==> src/design/dll_pkg.sv <==
`timescale 1ns / 1ps
// shared types and constants of the linked list engine
// depends on nothing
package dll_pkg;

    localparam int POOL_SIZE = 64;
    localparam int IDX_W     = (POOL_SIZE > 1) ? $clog2(POOL_SIZE) : 1;
    localparam int CNT_W     = 7;
    localparam int VAL_W     = 32;

    typedef enum logic [2:0] {
        FN_CLEAR    = 3'd0,
        FN_ADD_HEAD = 3'd1,
        FN_ADD_TAIL = 3'd2,
        FN_ADD_POS  = 3'd3,
        FN_FIND     = 3'd4,
        FN_REMOVE   = 3'd5,
        FN_LIST     = 3'd6,
        FN_REVERSE  = 3'd7
    } func_t;

    typedef enum logic [1:0] {
        ST_OK        = 2'd0,
        ST_FULL      = 2'd1,
        ST_NOT_FOUND = 2'd2
    } status_t;

    typedef enum logic [1:0] {
        S_IDLE,
        S_SEARCH,
        S_LIST
    } state_t;

    typedef enum logic [1:0] {
        CM_HOLD,
        CM_LOAD,
        CM_FROM_LEFT,
        CM_FROM_RIGHT
    } cell_mode_t;

    typedef struct packed {
        cell_mode_t        mode;
        logic [VAL_W-1:0]  load_value;
    } cell_ctrl_t;

endpackage

==> src/design/dll_cell.sv <==
`timescale 1ns / 1ps
// one list slot: holds a value, shifts with its neighbors, compares to the key
// depends on dll_pkg
module dll_cell
    import dll_pkg::*;
(
    input  logic             clk,
    input  cell_ctrl_t       ctrl,
    input  logic [VAL_W-1:0] left_value,
    input  logic [VAL_W-1:0] right_value,
    input  logic [VAL_W-1:0] key,
    output logic [VAL_W-1:0] value,
    output logic             match
);

    logic [VAL_W-1:0] value_reg;
    logic [VAL_W-1:0] value_next;

    always_comb
    begin
        case (ctrl.mode)
            CM_LOAD:       value_next = ctrl.load_value;
            CM_FROM_LEFT:  value_next = left_value;
            CM_FROM_RIGHT: value_next = right_value;
            default:       value_next = value_reg;
        endcase
    end

    always_ff @(posedge clk)
    begin
        value_reg <= value_next;
    end

    assign value = value_reg;
    assign match = (value_reg == key);

endmodule

==> config.mk <==
export PLATFORM = sky130hd
export DESIGN_NAME = dll_cell
export DESIGN_NICKNAME = d
export VERILOG_FILES = /design/src/design/dll_pkg.sv /design/src/design/dll_cell.sv
export SDC_FILE = /design/constraint.sdc
export NUM_CORES = 1
export LEC_CHECK = 0
export BUFFER_PORTS_ARGS = -buffer_cell sky130_fd_sc_hd__buf_2
export CORE_MARGIN = 4
export CORE_UTILIZATION = 35
export CTS_CLUSTER_DIAMETER = 200
export CTS_CLUSTER_SIZE = 30
export DETAILED_ROUTE_END_ITERATION = 7
export PLACE_DENSITY = 0.85
export SLEW_MARGIN = 30
export SYNTH_ARGS = -nofsm -noshare
export SYNTH_HDL_FRONTEND = slang
export SYNTH_SLANG_ARGS = --single-unit
==> constraint.sdc <==
create_clock -name clk -period 1.67 [get_ports clk]
set_input_delay 0 -clock clk [delete_from_list [all_inputs] [get_ports clk]]
set_output_delay 0 -clock clk [all_outputs]
set_load 0.01 [all_outputs]
# Word level (Yosys, flattened, before mapping)
# Index checks and enable logic that the tools add are counted.
# Widths: inputs -> output; s select.
# classes
eq_ne,4
n_mux,1
reduce_logical,1
# ops
operator,n
$pmux 32 s3,1
$eq 32x32->1,1
$eq 2x2->1 const B,2
$reduce_bool 3->1,1
$eq 2x1->1 const B,1
# word_totals
register_bits,32
inputBits,131
out_inout_bits,33
elab_cells,7

# Longest topological paths before layout
# depth
word_depth,2
mapped_depth,4
ltp_nobuf,4

# Worst setup path after synthesis
# Ideal clock, no wire load.
# synth_timing
path_kind,flip-flop to output port
from,"register value_reg[31], in the netlist value[31]"
to,output port match
arrival_time_ns,1.148
required_ns,1.670
path_slack_ns,0.522
path_stages_with_launch,5
path_buffers,0
cell_sequence,edfxtp_1 > xor2_1 > nor4_1 > nand4_1 > nor2_1
# synth_between
elab_chain_cells,1
# synth_lines
element,line_no,rtl
"start, declared",dll_cell.sv:16,logic [VAL_W-1:0] value_reg;
"start signal, assigned",dll_cell.sv:31,value_reg <= value_next;
$eq 32x32->1,dll_cell.sv:35,assign match = (value_reg == key);
"end, declared",dll_cell.sv:13,output logic match
# No other way between the ends.

# Worst setup path after layout
# layout_timing
from,"register value_reg[27], in the netlist value[27]"
to,output port match
# Same word-level chain as after synthesis.

==> flow_metrics.env <==
export IMPL_coreArea_sq_mm=0.00551
export IMPL_drt_pass1_iter_count=4
export IMPL_drcViolationCount=0
export IMPL_synth_top_area_cell="edfxtp_1"
export IMPL_clock_path_buffers=2
export IMPL_fill_cells=501
export IMPL_synthCells=183
export IMPL_cts_tree="yes"
export IMPL_vias=1956
export IMPL_leakage_nw=1.47
export IMPL_drtIter0Drc=88
export IMPL_crit_arrival_ps=1640
export IMPL_async_flop_share_pct=0
export IMPL_switching_share_pct=28.2
export IMPL_cts_setup_buffers=0
export IMPL_worst_slew_pin_slew_ps=339
export IMPL_powerDensity_mw_per_mm2=744
export IMPL_synth_area_leaders="edfxtp_1 (48%), mux2i_1 (16%), xor2_1 (14%)"
export IMPL_hold_end="value[16]"
export IMPL_synth_warnings=0
export IMPL_area_delta_synth_final_pct=49.8
export IMPL_drtAntennaViolNets=0
export IMPL_status="finished clean"
export IMPL_grt_max_degree=33
export IMPL_antenna_found_initial=0
export IMPL_slew_limit_headroom_pct=77.2
export IMPL_pwr_share_seq_pct=47.9
export IMPL_grt_first_pass_wirelength_mm=9.58
export IMPL_clk_pin_slew_ps=60
export IMPL_path_max_fanout=2
export IMPL_dp_final_hpwl_mm=5.10
export IMPL_min_path_type="input pin to flop"
export IMPL_htree_levels=2
export IMPL_io_pins=164
export IMPL_maxCapViolCount=0
export IMPL_period_minus_slack_ps=1640
export IMPL_synth_most_common_cell="nor2_1"
export IMPL_pwr_share_comb_pct=27.0
export IMPL_largest_reg_flops=32
export IMPL_stdcell_area_sq_mm=0.00298
export IMPL_setup_violations_final=0
export IMPL_p_clk_share_pct=25.0
export IMPL_synthesis_nets=314
export IMPL_drt_total_wl_mm=6.16
export IMPL_p_int_w=0.00159
export IMPL_cts_root_buf="clkbuf_8"
export IMPL_design_die_area_sq_mm=0.00695
export IMPL_drive_above_1_share_pct=51.0
export IMPL_cts_hold_buffers_added=0
export IMPL_synth_avg_cell_area_sq_um=10.9
export IMPL_ys_seq_area_share_pct=48.4
export IMPL_overflow=0
export IMPL_synth_seq_cells=32
export IMPL_synth_edff_count=32
export IMPL_synthFlopType="edfxtp_1"
export IMPL_start_util_pct=36.1
export IMPL_fmax_mhz=610
export IMPL_port_buffers=163
export IMPL_critPathKind="flop to output port"
export IMPL_start_kind="flop"
export IMPL_end_kind="output port"
export IMPL_slew_viol_final=0
export IMPL_grt_total_usage_pct=17.4
export IMPL_netlist_area_sq_mm=0.00199
export IMPL_ir_drop_mv=0.341
export IMPL_die_h_um=83.3
export IMPL_netlist_top_cells_count="nor2_1 (33), a21oi_1 (32), edfxtp_1 (32), mux2i_1 (32), xor2_1 (32)"
export IMPL_grt_pass1_vias=1969
export IMPL_viasPerCell=4.65
export IMPL_fin_nets=479
export IMPL_hp_start="ctrl[16]"
export IMPL_clock_sink_count=32
export IMPL_ys_types=12
export IMPL_multi_input_area_sq_um=972
export IMPL_timing_final_hold_violations=0
export IMPL_power_w=0.00221
export IMPL_die_width_um=83.3
export IMPL_cts_buffers_inserted=5
export IMPL_regArea_sq_um=961
export IMPL_place_area_sq_mm=0.00288
export IMPL_gp_congestion=0.832
export IMPL_rsz0062_at_grt="true"
export IMPL_switching_power_w=0.000625
export IMPL_antennaDiodeCount=0
export IMPL_hold_depth=3
export IMPL_num_rows=27
export IMPL_wire_per_inst_um=14.6
export IMPL_synth_top_area_share_pct=48.4
export IMPL_post_route_period_util_pct=98.2
export IMPL_worstPathRequired_ps=1670
## area by class of cell
class | count | share of cell area (%)
multi-input combinational | 140 | 32.7
clock buffer | 7 | 2.56
tap | 72 | 3.03
timing repair buffer | 169 | 29.3
clock inverter | 1 | 0.126
sequential | 32 | 32.3
## cells in the final DEF, fill, tap and decap left out
master / n
buf_2: 163
nor2_1: 33
mux2i_1: 32
a21oi_1: 32
xor2_1: 32
edfxtp_1: 32
nor4_1: 5
clkbuf_8: 5
buf_4: 5
nor4_2: 3
nand4_1: 2
clkbuf_1: 2
or2_2: 1
clkinv_1: 1
buf_12: 1
## power groups by stage
| stage | clock [W] | sequential, W | combinational (W) |
|---|---|---|---|
| floorplan | 0 | 0.00112 | 0.000236 |
| global placement | 0 | 0.00107 | 0.000585 |
| detailed placement | 0 | 0.00108 | 0.000593 |
| CTS | 0.000581 | 0.00106 | 0.000608 |
| global route | 0.000630 | 0.00107 | 0.000662 |
| finish | 0.000554 | 0.00106 | 0.000599 |
## repair_timing
action | 4_1_cts | 5_1_grt
gates resized for setup | 3 | 0
endpoints found under the setup margin | 1 | 1
hold endpoints to repair | 0 | 0
## metrics by stage
stage	setup TNS, ps	hold WS [ps]	utilization [%]	setup WS [ps]	instances
after global routing	-61.2	40.1	54.1	-61.2	421
after global placement	0	321	52.3	219	413
final	0	44.4	54.1	30.2	421
after floorplan	0	230	-	522	183
after CTS	0	30.9	54.1	6.55	421
after detailed placement	0	326	52.3	205	413
## cells by family (layout without fill, tap and decap cells)
| group | after synthesis | after routing | share of synthesized area, % |
|---|---|---|---|
| AOI/OAI and AO/OA | 32 | 32 | 8.06 |
| muxes | 32 | 32 | 16.1 |
| and+or+nand+nor | 44 | 44 | 9.70 |
| DFF | 32 | 32 | 48.4 |
| buffers and inverters | 11 | 177 | 3.65 |
| xor gates and xnor gates | 32 | 32 | 14.1 |
## worst max-delay path: stages, from the launching register on
cell and delay (ps):
edfxtp_1 400, xor2_1 170, nor4_1 370, nand4_1 160
nor2_1 120, buf_2 140
## metal layers
metal	track usage [%]	up-vias	wire length, um	part of all wire (%)
li1	-	986	-	-
met1	19.5	855	2360	38
met2	31.2	108	3110	51
met3	5.65	7	584	9.5
met4	5.35	0	97	1.6
met5	0	-	0	0
## how the worst max path moves through the flow
| stage | startpoint | end | slack (ps) | cells after the start |
|---|---|---|---|---|
| 2_1_floorplan | value[31] | match | 520 | 4 |
| 3_3_place_gp | value[29] | match | 220 | 5 |
| 3_5_place_dp | value[29] | match | 200 | 5 |
| 4_1_cts | value[29] | match | 7 | 5 |
| 5_1_grt | value[29] | match | -60 | 5 |
| 6_report | value[27] | match | 30 | 5 |
(Power assumes the default switching activity.)
